## config.mk

```make
export PLATFORM = sky130hd
export DESIGN_NAME = graph_component_finder
export DESIGN_NICKNAME = d
export VERILOG_FILES = /design/src/hw/rtl/gcf_pkg.sv /design/src/hw/rtl/gcf_ram.sv /design/src/hw/rtl/gcf_dpath.sv /design/src/hw/rtl/gcf_ctrl.sv /design/src/hw/rtl/graph_component_finder.sv
export VERILOG_INCLUDE_DIRS = /design/src /design/src/hw/rtl
export SDC_FILE = /design/constraint.sdc
export NUM_CORES = 2
export LEC_CHECK = 0
export BUFFER_PORTS_ARGS = -buffer_cell sky130_fd_sc_hd__buf_2
export CAP_MARGIN = 10
export CORE_UTILIZATION = 57
export DETAILED_ROUTE_END_ITERATION = 16
export PLACE_DENSITY = 0.77
export SYNTH_ARGS = -nofsm -noshare
export SYNTH_HDL_FRONTEND = slang
export SYNTH_SLANG_ARGS = --single-unit
export TNS_END_PERCENT = 5
```

## constraint.sdc

```tcl
create_clock -name clk -period 14.3 [get_ports clk]
set_clock_uncertainty 0.2 [all_clocks]
set_input_delay 1.43 -clock clk [delete_from_list [all_inputs] [get_ports clk]]
set_output_delay 1.43 -clock clk [all_outputs]
set_load 0.03 [all_outputs]
```

## src/hw/rtl/graph_component_finder_defines.svh

```systemverilog
// Assertion macros shared by the graph component finder RTL.
// Depends on nothing; users must have clk and rst_n in scope.
`ifndef GRAPH_COMPONENT_FINDER_DEFINES_SVH
`define GRAPH_COMPONENT_FINDER_DEFINES_SVH

`ifndef ASSERT_OFF

// Condition that must hold at every clock edge out of reset.
`define GCF_ASSERT_ALWAYS(lbl, expr, msg) \
  lbl: assert property (@(posedge clk) disable iff (!rst_n) (expr)) else $error(msg);

// Condition that must hold in the cycle after a trigger.
`define GCF_ASSERT_NEXT(lbl, ante, cons, msg) \
  lbl: assert property (@(posedge clk) disable iff (!rst_n) (ante) |=> (cons)) \
    else $error(msg);

`else

`define GCF_ASSERT_ALWAYS(lbl, expr, msg)
`define GCF_ASSERT_NEXT(lbl, ante, cons, msg)

`endif

`endif

```

## src/hw/rtl/gcf_pkg.sv

```systemverilog
// Shared constants, types and helper functions of the graph component finder.
// Depends on nothing.
`timescale 1ns / 1ps
`default_nettype none

package gcf_pkg;

  localparam int MAX_VERTICES = 32;
  localparam int VIDX_W       = 5;
  localparam int MASK_W       = MAX_VERTICES;
  localparam int CNT_W        = 6;

  typedef enum logic [1:0] {
    REQ_ARC    = 2'd0,
    REQ_STRONG = 2'd1,
    REQ_WEAK   = 2'd2,
    REQ_NONE   = 2'd3
  } req_t;

  typedef logic [VIDX_W-1:0] vidx_t;
  typedef logic [MASK_W-1:0] vmask_t;

  // Controller to datapath commands.
  typedef struct packed {
    logic load;         // capture an accepted item
    logic arc_rd;       // read row a and column b
    logic arc_wr;       // write back row a and column b with the new arc
    logic search_init;  // seed the visited set with the query vertex
    logic init_row;     // follow arcs forward in the new search
    logic init_col;     // follow arcs backward in the new search
    logic search_step;  // expand one vertex and merge the previous read
    logic save_fwd;     // keep the forward set of a strong query
    logic out_load;     // load the result register
  } dp_cmd_t;

  // Datapath to controller status.
  typedef struct packed {
    req_t req;
    logic err;
    logic search_idle;
  } dp_stat_t;

  function automatic vidx_t lowest_index(vmask_t m);
    vidx_t idx;
    idx = '0;
    for (int i = MAX_VERTICES - 1; i >= 0; i--) begin
      if (m[i]) begin
        idx = vidx_t'(i);
      end
    end
    return idx;
  endfunction

  function automatic vmask_t onehot(vidx_t v);
    return vmask_t'(1) << v;
  endfunction

endpackage

`default_nettype wire

```

## src/hw/rtl/gcf_ram.sv

```systemverilog
// Generic single write port, single read port RAM with registered read.
// Depends on nothing.
`timescale 1ns / 1ps
`default_nettype none

module gcf_ram #(
  parameter int WIDTH = 32,
  parameter int DEPTH = 32
) (
  input  logic                     clk,
  input  logic                     we,
  input  logic [$clog2(DEPTH)-1:0] waddr,
  input  logic [WIDTH-1:0]         wdata,
  input  logic [$clog2(DEPTH)-1:0] raddr,
  output logic [WIDTH-1:0]         rdata
);

  logic [WIDTH-1:0] mem_r [DEPTH];

  always_ff @(posedge clk) begin
    if (we) begin
      mem_r[waddr] <= wdata;
    end
    rdata <= mem_r[raddr];
  end

endmodule

`default_nettype wire

```

## src/hw/rtl/gcf_dpath.sv

```systemverilog
// Datapath: arc and column memories, row and column valid bits, search sets, result register.
// Depends on gcf_pkg and gcf_ram.
`timescale 1ns / 1ps
`default_nettype none

module gcf_dpath import gcf_pkg::*; (
  input  logic             clk,
  input  logic             rst_n,
  input  logic             cfg_wr_en,
  input  logic [CNT_W-1:0] cfg_wr_data,
  input  logic [1:0]       in_req_type,
  input  vidx_t            in_vertex_a,
  input  vidx_t            in_vertex_b,
  input  dp_cmd_t          cmd,
  output dp_stat_t         stat,
  output vmask_t           out_member_mask,
  output logic             out_range_error
);

  logic [CNT_W-1:0] count_r;
  logic [CNT_W-1:0] n_w;
  logic [MASK_W:0]  live_w;
  logic             in_a_ok;
  logic             in_b_ok;
  logic             err_in;

  req_t   req_r;
  vidx_t  va_r;
  vidx_t  vb_r;
  logic   err_r;
  vmask_t live_r;
  vmask_t set_r, set_nxt;
  vmask_t done_r, done_nxt;
  logic   pend_r, pend_nxt;
  vmask_t fwd_r;
  logic   use_row_r;
  logic   use_col_r;
  logic   row_vq_r;
  logic   col_vq_r;
  vmask_t row_valid_r;
  vmask_t col_valid_r;
  vmask_t mask_out_r;
  logic   err_out_r;

  vmask_t row_rdata;
  vmask_t col_rdata;
  vmask_t row_q;
  vmask_t col_q;
  vmask_t merge;
  vmask_t frontier;
  vidx_t  pick;
  vidx_t  row_raddr;
  vidx_t  col_raddr;
  vmask_t result;

  // Clamp the count to the matrix size and range check the incoming item.
  assign n_w     = (count_r > CNT_W'(MAX_VERTICES)) ? CNT_W'(MAX_VERTICES) : count_r;
  assign live_w  = ((MASK_W+1)'(1) << n_w) - (MASK_W+1)'(1);
  assign in_a_ok = {1'b0, in_vertex_a} < n_w;
  assign in_b_ok = {1'b0, in_vertex_b} < n_w;

  always_comb begin
    unique case (req_t'(in_req_type))
      REQ_ARC:    err_in = !(in_a_ok && in_b_ok);
      REQ_STRONG: err_in = !in_a_ok;
      REQ_WEAK:   err_in = !in_a_ok;
      REQ_NONE:   err_in = 1'b0;
    endcase
  end

  // Rows and columns never written read as empty.
  assign row_q    = row_rdata & {MASK_W{row_vq_r}};
  assign col_q    = col_rdata & {MASK_W{col_vq_r}};
  assign merge    = ((use_row_r ? row_q : '0) | (use_col_r ? col_q : '0)) & live_r;
  assign frontier = set_r & ~done_r;
  assign pick     = lowest_index(frontier);

  assign row_raddr = cmd.arc_rd ? va_r : pick;
  assign col_raddr = cmd.arc_rd ? vb_r : pick;

  gcf_ram #(.WIDTH(MASK_W), .DEPTH(MAX_VERTICES)) u_row_ram (
    .clk   (clk),
    .we    (cmd.arc_wr),
    .waddr (va_r),
    .wdata (row_q | onehot(vb_r)),
    .raddr (row_raddr),
    .rdata (row_rdata)
  );

  gcf_ram #(.WIDTH(MASK_W), .DEPTH(MAX_VERTICES)) u_col_ram (
    .clk   (clk),
    .we    (cmd.arc_wr),
    .waddr (vb_r),
    .wdata (col_q | onehot(va_r)),
    .raddr (col_raddr),
    .rdata (col_rdata)
  );

  // Worklist search: issue the lowest unexpanded vertex, merge its row, column or both next cycle.
  always_comb begin
    set_nxt  = set_r;
    done_nxt = done_r;
    pend_nxt = pend_r;
    if (cmd.search_init) begin
      set_nxt  = onehot(va_r);
      done_nxt = '0;
      pend_nxt = 1'b0;
    end else if (cmd.search_step) begin
      if (pend_r) begin
        set_nxt = set_r | merge;
      end
      pend_nxt = (frontier != '0);
      if (frontier != '0) begin
        done_nxt[pick] = 1'b1;
      end
    end
  end

  always_comb begin
    if (err_r) begin
      result = '0;
    end else begin
      unique case (req_r)
        REQ_STRONG: result = fwd_r & set_r;
        REQ_WEAK:   result = set_r;
        REQ_ARC:    result = '0;
        REQ_NONE:   result = '0;
      endcase
    end
  end

  assign stat.req         = req_r;
  assign stat.err         = err_r;
  assign stat.search_idle = (frontier == '0) && !pend_r;

  always_ff @(posedge clk) begin
    if (!rst_n) begin
      count_r     <= CNT_W'(MAX_VERTICES);
      row_valid_r <= '0;
      col_valid_r <= '0;
      pend_r      <= 1'b0;
    end else begin
      if (cfg_wr_en) begin
        count_r <= cfg_wr_data;
      end
      if (cmd.arc_wr) begin
        row_valid_r[va_r] <= 1'b1;
        col_valid_r[vb_r] <= 1'b1;
      end
      pend_r <= pend_nxt;
    end
  end

  always_ff @(posedge clk) begin
    row_vq_r <= row_valid_r[row_raddr];
    col_vq_r <= col_valid_r[col_raddr];
    set_r    <= set_nxt;
    done_r   <= done_nxt;
    if (cmd.load) begin
      req_r  <= req_t'(in_req_type);
      va_r   <= in_vertex_a;
      vb_r   <= in_vertex_b;
      err_r  <= err_in;
      live_r <= live_w[MASK_W-1:0];
    end
    if (cmd.search_init) begin
      use_row_r <= cmd.init_row;
      use_col_r <= cmd.init_col;
    end
    if (cmd.save_fwd) begin
      fwd_r <= set_r;
    end
    if (cmd.out_load) begin
      mask_out_r <= result;
      err_out_r  <= err_r;
    end
  end

  assign out_member_mask = mask_out_r;
  assign out_range_error = err_out_r;

endmodule

`default_nettype wire

```

## src/hw/rtl/gcf_ctrl.sv

```systemverilog
// Controller: sequences arc updates, searches and result hand-off.
// Depends on gcf_pkg.
`timescale 1ns / 1ps
`default_nettype none

module gcf_ctrl import gcf_pkg::*; (
  input  logic     clk,
  input  logic     rst_n,
  input  logic     in_valid,
  output logic     in_stall,
  output logic     out_valid,
  input  logic     out_stall,
  input  dp_stat_t stat,
  output dp_cmd_t  cmd
);

  typedef enum logic [2:0] {
    S_IDLE,
    S_CHECK,
    S_ARC_RD,
    S_ARC_WR,
    S_SEARCH,
    S_FINISH
  } state_t;

  state_t state_r, state_nxt;
  logic   out_valid_r, out_valid_nxt;
  logic   phase_bwd_r, phase_bwd_nxt;

  always_comb begin
    state_nxt     = state_r;
    phase_bwd_nxt = phase_bwd_r;
    out_valid_nxt = out_valid_r && out_stall;
    cmd           = '0;
    unique case (state_r)
      S_IDLE: begin
        if (in_valid) begin
          cmd.load  = 1'b1;
          state_nxt = S_CHECK;
        end
      end
      S_CHECK: begin
        phase_bwd_nxt = 1'b0;
        if (stat.err) begin
          state_nxt = S_FINISH;
        end else begin
          unique case (stat.req)
            REQ_ARC: state_nxt = S_ARC_RD;
            REQ_STRONG: begin
              cmd.search_init = 1'b1;
              cmd.init_row    = 1'b1;
              state_nxt       = S_SEARCH;
            end
            REQ_WEAK: begin
              cmd.search_init = 1'b1;
              cmd.init_row    = 1'b1;
              cmd.init_col    = 1'b1;
              state_nxt       = S_SEARCH;
            end
            REQ_NONE: state_nxt = S_FINISH;
          endcase
        end
      end
      S_ARC_RD: begin
        cmd.arc_rd = 1'b1;
        state_nxt  = S_ARC_WR;
      end
      S_ARC_WR: begin
        cmd.arc_wr = 1'b1;
        state_nxt  = S_FINISH;
      end
      S_SEARCH: begin
        cmd.search_step = 1'b1;
        if (stat.search_idle) begin
          if (stat.req == REQ_STRONG && !phase_bwd_r) begin
            // Forward pass done: keep it, run the backward pass.
            cmd.save_fwd    = 1'b1;
            cmd.search_init = 1'b1;
            cmd.init_col    = 1'b1;
            phase_bwd_nxt   = 1'b1;
          end else begin
            state_nxt = S_FINISH;
          end
        end
      end
      S_FINISH: begin
        if (!out_valid_r || !out_stall) begin
          cmd.out_load  = 1'b1;
          out_valid_nxt = 1'b1;
          state_nxt     = S_IDLE;
        end
      end
      default: state_nxt = S_IDLE;
    endcase
  end

  always_ff @(posedge clk) begin
    if (!rst_n) begin
      state_r     <= S_IDLE;
      out_valid_r <= 1'b0;
      phase_bwd_r <= 1'b0;
    end else begin
      state_r     <= state_nxt;
      out_valid_r <= out_valid_nxt;
      phase_bwd_r <= phase_bwd_nxt;
    end
  end

  assign in_stall  = (state_r != S_IDLE);
  assign out_valid = out_valid_r;

endmodule

`default_nettype wire

```

## src/hw/rtl/graph_component_finder.sv

```systemverilog
// Top level of the graph component finder: controller plus datapath.
// Depends on gcf_pkg, gcf_ctrl, gcf_dpath and graph_component_finder_defines.svh.
//
//   channel | direction | handshake           | payload
//   --------+-----------+---------------------+---------------------------------------
//   in_     | input     | in_valid / in_stall | in_req_type, in_vertex_a, in_vertex_b
//   out_    | output    | out_valid/out_stall | out_member_mask, out_range_error
//   cfg_    | input     | cfg_wr_en           | cfg_wr_data (vertex_count)
//
// One item at a time; the next input transfer is taken in the cycle after the result
// loads. Rejected or unknown items go from the check straight to the result; an add
// arc first does a row and column read-modify-write. A search expands vertices from
// a worklist (a chain of arcs costs a read bubble per vertex), so a weak query runs
// one search over arcs both ways and a strong query a forward then a backward search.
// Reset clears the arc matrix at once through per-row and per-column valid bits; no sweep.
// A stalled result sits in the output register while the next item is taken in.
`timescale 1ns / 1ps
`default_nettype none
`include "graph_component_finder_defines.svh"

module graph_component_finder import gcf_pkg::*; (
  input  logic             clk,
  input  logic             rst_n,
  input  logic             cfg_wr_en,
  input  logic [CNT_W-1:0] cfg_wr_data,
  input  logic             in_valid,
  output logic             in_stall,
  input  logic [1:0]       in_req_type,
  input  logic [4:0]       in_vertex_a,
  input  logic [4:0]       in_vertex_b,
  output logic             out_valid,
  input  logic             out_stall,
  output logic [31:0]      out_member_mask,
  output logic             out_range_error
);

  dp_cmd_t  cmd;
  dp_stat_t stat;
  logic     err_mask_ok;

  // Sequencer: accepts items, drives the datapath, owns out_valid.
  gcf_ctrl u_ctrl (
    .clk       (clk),
    .rst_n     (rst_n),
    .in_valid  (in_valid),
    .in_stall  (in_stall),
    .out_valid (out_valid),
    .out_stall (out_stall),
    .stat      (stat),
    .cmd       (cmd)
  );

  // Arc storage, visited sets and the result register.
  gcf_dpath u_dpath (
    .clk             (clk),
    .rst_n           (rst_n),
    .cfg_wr_en       (cfg_wr_en),
    .cfg_wr_data     (cfg_wr_data),
    .in_req_type     (in_req_type),
    .in_vertex_a     (in_vertex_a),
    .in_vertex_b     (in_vertex_b),
    .cmd             (cmd),
    .stat            (stat),
    .out_member_mask (out_member_mask),
    .out_range_error (out_range_error)
  );

  assign err_mask_ok = !(out_valid && out_range_error) || (out_member_mask == '0);

  // A rejected item never reports members.
  `GCF_ASSERT_ALWAYS(a_err_empty, err_mask_ok, "range error with nonzero mask")
  // The result register is never overwritten while a held result waits.
  `GCF_ASSERT_ALWAYS(a_no_overwrite, !(cmd.out_load && out_valid && out_stall), "held result overwritten")
  // After a transfer in, the block stays busy until the item is done.
  `GCF_ASSERT_NEXT(a_busy_after_load, cmd.load, in_stall, "input open right after a transfer")

endmodule

`default_nettype wire

```

==> summary.md <==
| Metric | Value |
|---|---|
| Run status | completed |
| Comb power frac | 23.5% |
| Worst setup EP type | flip-flop |
| Finished Layout Cells | between 8,000 and 9,000 |
| Die X | around 410 um |
| Ys async rst share | 0% |
| Power, Total | 18.82 mW |
| RePlAce Congestion | between 0.9 and 1 |
| Largest net degree at the start of global routing | about 180 |
| DRT iter0 DRCs | 10,010 |
| Max clock buf depth | 3 |
| Setup_tns | 0 ns |
| Post-synth EDFFs | about 2,200 |
| Setup bufs post-CTS | 0 |
| Part of the power in registers | a little under half |
| Switching share of power | ~31% |
| Largest fanout on the critical path | 78 |
| Layout Nets | around 6,600 |
| I/O pins | 58 |
| CTS tree | built |
| Net switching power figure | around 5.9 mW |
| Via Count | 62,370 |
| Fillers | between 10,000 and 15,000 |
| DR WL/cell | between 30 and 40 um |
| Fin. Hold Viols | 0 |
| YS warnings | 0 |
| Area of the multi-input gates | 25,920 sq um |
| Via-to-Cell Ratio | approximately 6.9 |
| Area Growth Syn to Fin | 10.38% |
| Reg2Reg Setup Slack | 7.90 ns |
| Power Internal | between 10 and 15 mW |
| I/O Buffers | 57 |
| Maxcap violations | 0 |
| Avg Synthesized Cell Area | 14.56 sq um |
| Sequential cell area | approximately 69,000 sq um |
| Max Slew Vio Count | 0 |
| Max VDD drop | about 0.00014 V |
| Core area | 168,000 sq um |
| Worst Hold Depth | 1 |
| Grt ovf | 0 |
| Seq cells post-synth | between 2,000 and 2,500 |
| RSZ-0062 raised after global routing | false |
| Layout cells sized above 1 | roughly an eighth |
| Post-cts resize count | 0 |
| Total wire length | roughly 280,000 um |
| Dpl cells | approximately 8,600 |
| Post-Synthesis Cells | ~6,700 |
| DIE AREA | about 170,000 sq um |
| Dominant synthesized flop cell | edfxtp_1 |
| Clk sinks | 2,366 |
| Syn Std Cell Area | 96,870 sq um |
| Final period util | ~45% |
| Total CTS buffers | about 220 |
| Clock Latency Late Sink | 0.89 ns |
| Final setup violating endpoints | 0 |
| Worst R2R Path Depth | 13 |
| Commonest non-fill, non-tap cell in the layout | edfxtp_1 |
| FMAX | between 0.15 and 0.2 GHz |
| Worst Hold Class | reg2reg |
| Vias in the first global route | a little under 60,000 |
| Clock transition at path regs | ~0.07 ns |
| Worst slew pin tran | 1.334 ns |
| Relative slew slack | 11.06% |
| CTS Root Cell | clkbuf_16 |
| Leak | around 36 nW |
| Minimum clock period | 6.397 ns |
| Initial antenna violation count | 14 |
| Post-route DRC | 0 |
| Post-synth cell types | 93 |
| Cell Pwr Density | between 150 and 200 nW/um^2 |
| Syn Nets | roughly 6,700 |
| CP required | around 15 ns |
| First-pass GRT wire length | between 400,000 and 500,000 um |
| GR Util All Layers | between 30% and 40% |
| Drt first pass iters | 7 |
| Commonest cells after routing, fill and taps aside | edfxtp_1 (2,192), nand2_1 (631), mux2i_1 (552) |
| Seq/Total Area, Yosys | 71.54% |
| Routed Antenna Nets | 0 |
| CTS H-tree lvls | 4 |
| Initial Util | slightly below 60% |
| Crit path launch type | flip-flop |
| Share of power burned in the clock network | 31.3% |
| Std cell rows | 150 |
| DIE HEIGHT | a little over 400 um |
| Crit path arrival time | roughly 7 ns |
| Hold Buf Count CTS | 0 |
| Setup Crit Path Kind | reg2reg |
| Dpl hpwl | 148,300 um |
## area by class of cell
cell class              instances  share of cell area (%)
well taps                    2204                   2.579
inverters                      46                  0.1615
multi-input cells            3742                   24.24
diodes                          3                0.007020
flip-flops and latches       2366                   64.82
clock inverters               107                   1.158
repair buffers                209                   1.449
clock buffers                 302                   5.594
## metrics by stage
step | util, % | hold slack [ns] | worst slack (ns) | instance area [sq um]
after floorplan | - | 0.2244 | 8.729 | 96870
after global placement | 59.30 | 0.2395 | 8.280 | 99610
after detailed placement | 59.30 | 0.2448 | 8.103 | 99610
after CTS | 63.60 | 0.2609 | 8.024 | 106800
after global routing | 63.66 | 0.2790 | 7.599 | 106900
final | 63.66 | 0.2645 | 7.903 | 106900
## logic make-up (layout without fill, tap and decap cells)
group,after synthesis,in the layout,synth area share [%]
flops,2366,2366,71.54
simple gates,1622,1622,8.211
compound gates,1536,1536,11.60
mux,565,565,5.855
buf+inv,545,664,2.556
fa+ha+maj,15,15,0.1937
xor+xnor,4,4,0.03617
other cells,0,3,0
## Yosys cell counts (all sizes together), types with 32 or more instances
library cell | count | area, sq um
a211oi | 437 | 3476
a21oi | 256 | 1292
a221o | 72 | 720.7
a221oi | 75 | 656.9
a31oi | 78 | 488.0
and3 | 300 | 1877
buf | 181 | 1106
clkbuf | 318 | 1197
dfxtp | 174 | 3483
edfxtp | 2192 | 65820
inv | 46 | 172.7
mux2i | 552 | 5525
nand2 | 633 | 2379
nand3 | 246 | 1241
nand4 | 33 | 206.5
nor2 | 178 | 678.2
nor2b | 32 | 207.7
nor3 | 41 | 205.2
nor3b | 40 | 311.5
o21a | 65 | 488.0
o21ai | 222 | 1130
o221a | 54 | 608.1
o221ai | 35 | 306.5
o22ai | 78 | 488.0
or3 | 33 | 206.5
## flip-flops by register name, indices dropped and copies added, names as in the netlist, 2 cells and up
register	cells
u_ctrl.state_r	3
u_dpath.col_valid_r	32
u_dpath.count_r	6
u_dpath.done_r	32
u_dpath.fwd_r	32
u_dpath.live_r	32
u_dpath.out_member_mask	32
u_dpath.req_r	2
u_dpath.row_valid_r	32
u_dpath.set_r	32
u_dpath.u_col_ram.mem_r	1024
u_dpath.u_col_ram.rdata	32
u_dpath.u_row_ram.mem_r	1024
u_dpath.u_row_ram.rdata	32
u_dpath.va_r	5
u_dpath.vb_r	5
## power groups by stage
stage	clock network [mW]	logic (mW)	registers, mW
2_1_floorplan	0	3.06	8.52
3_3_place_gp	0	4.15	8.64
3_5_place_dp	0	4.28	8.65
4_1_cts	5.90	4.30	8.50
5_1_grt	6.16	4.65	8.50
6_report	5.89	4.42	8.52
## final timing paths
kind / start / endpoint
max: u_dpath.set_r[8] / u_dpath.u_row_ram.rdata[10]
max reg2reg: u_dpath.set_r[8] / u_dpath.u_row_ram.rdata[10]
min reg2reg: u_dpath.row_valid_r[18] / u_dpath.row_valid_r[18]
min: u_dpath.row_valid_r[18] / u_dpath.row_valid_r[18]
## worst max-delay path, stage by stage, from the launching register on
cell	delay, ns
edfxtp_1	0.43
and2b_1	0.22
nor2b_1	0.24
nand4_1	0.14
a211oi_2	0.45
a211o_4	0.65
buf_4	0.67
and2_4	0.70
buf_4	0.73
buf_4	0.93
mux2i_1	0.21
a221oi_1	0.33
a21oi_1	0.13
a21oi_1	0.12
## layer usage
| layer | vias up | global-route usage [%] | routed length [um] |
|---|---|---|---|
| met5 | - | 0 | 55 |
| met4 | 8 | 17.04 | 15760 |
| met3 | 820 | 8.804 | 37040 |
| met2 | 4600 | 47.28 | 124200 |
| met1 | 30860 | 43.09 | 102600 |
| li1 | 26080 | - | - |
Power figures use the tool's default switching activity.
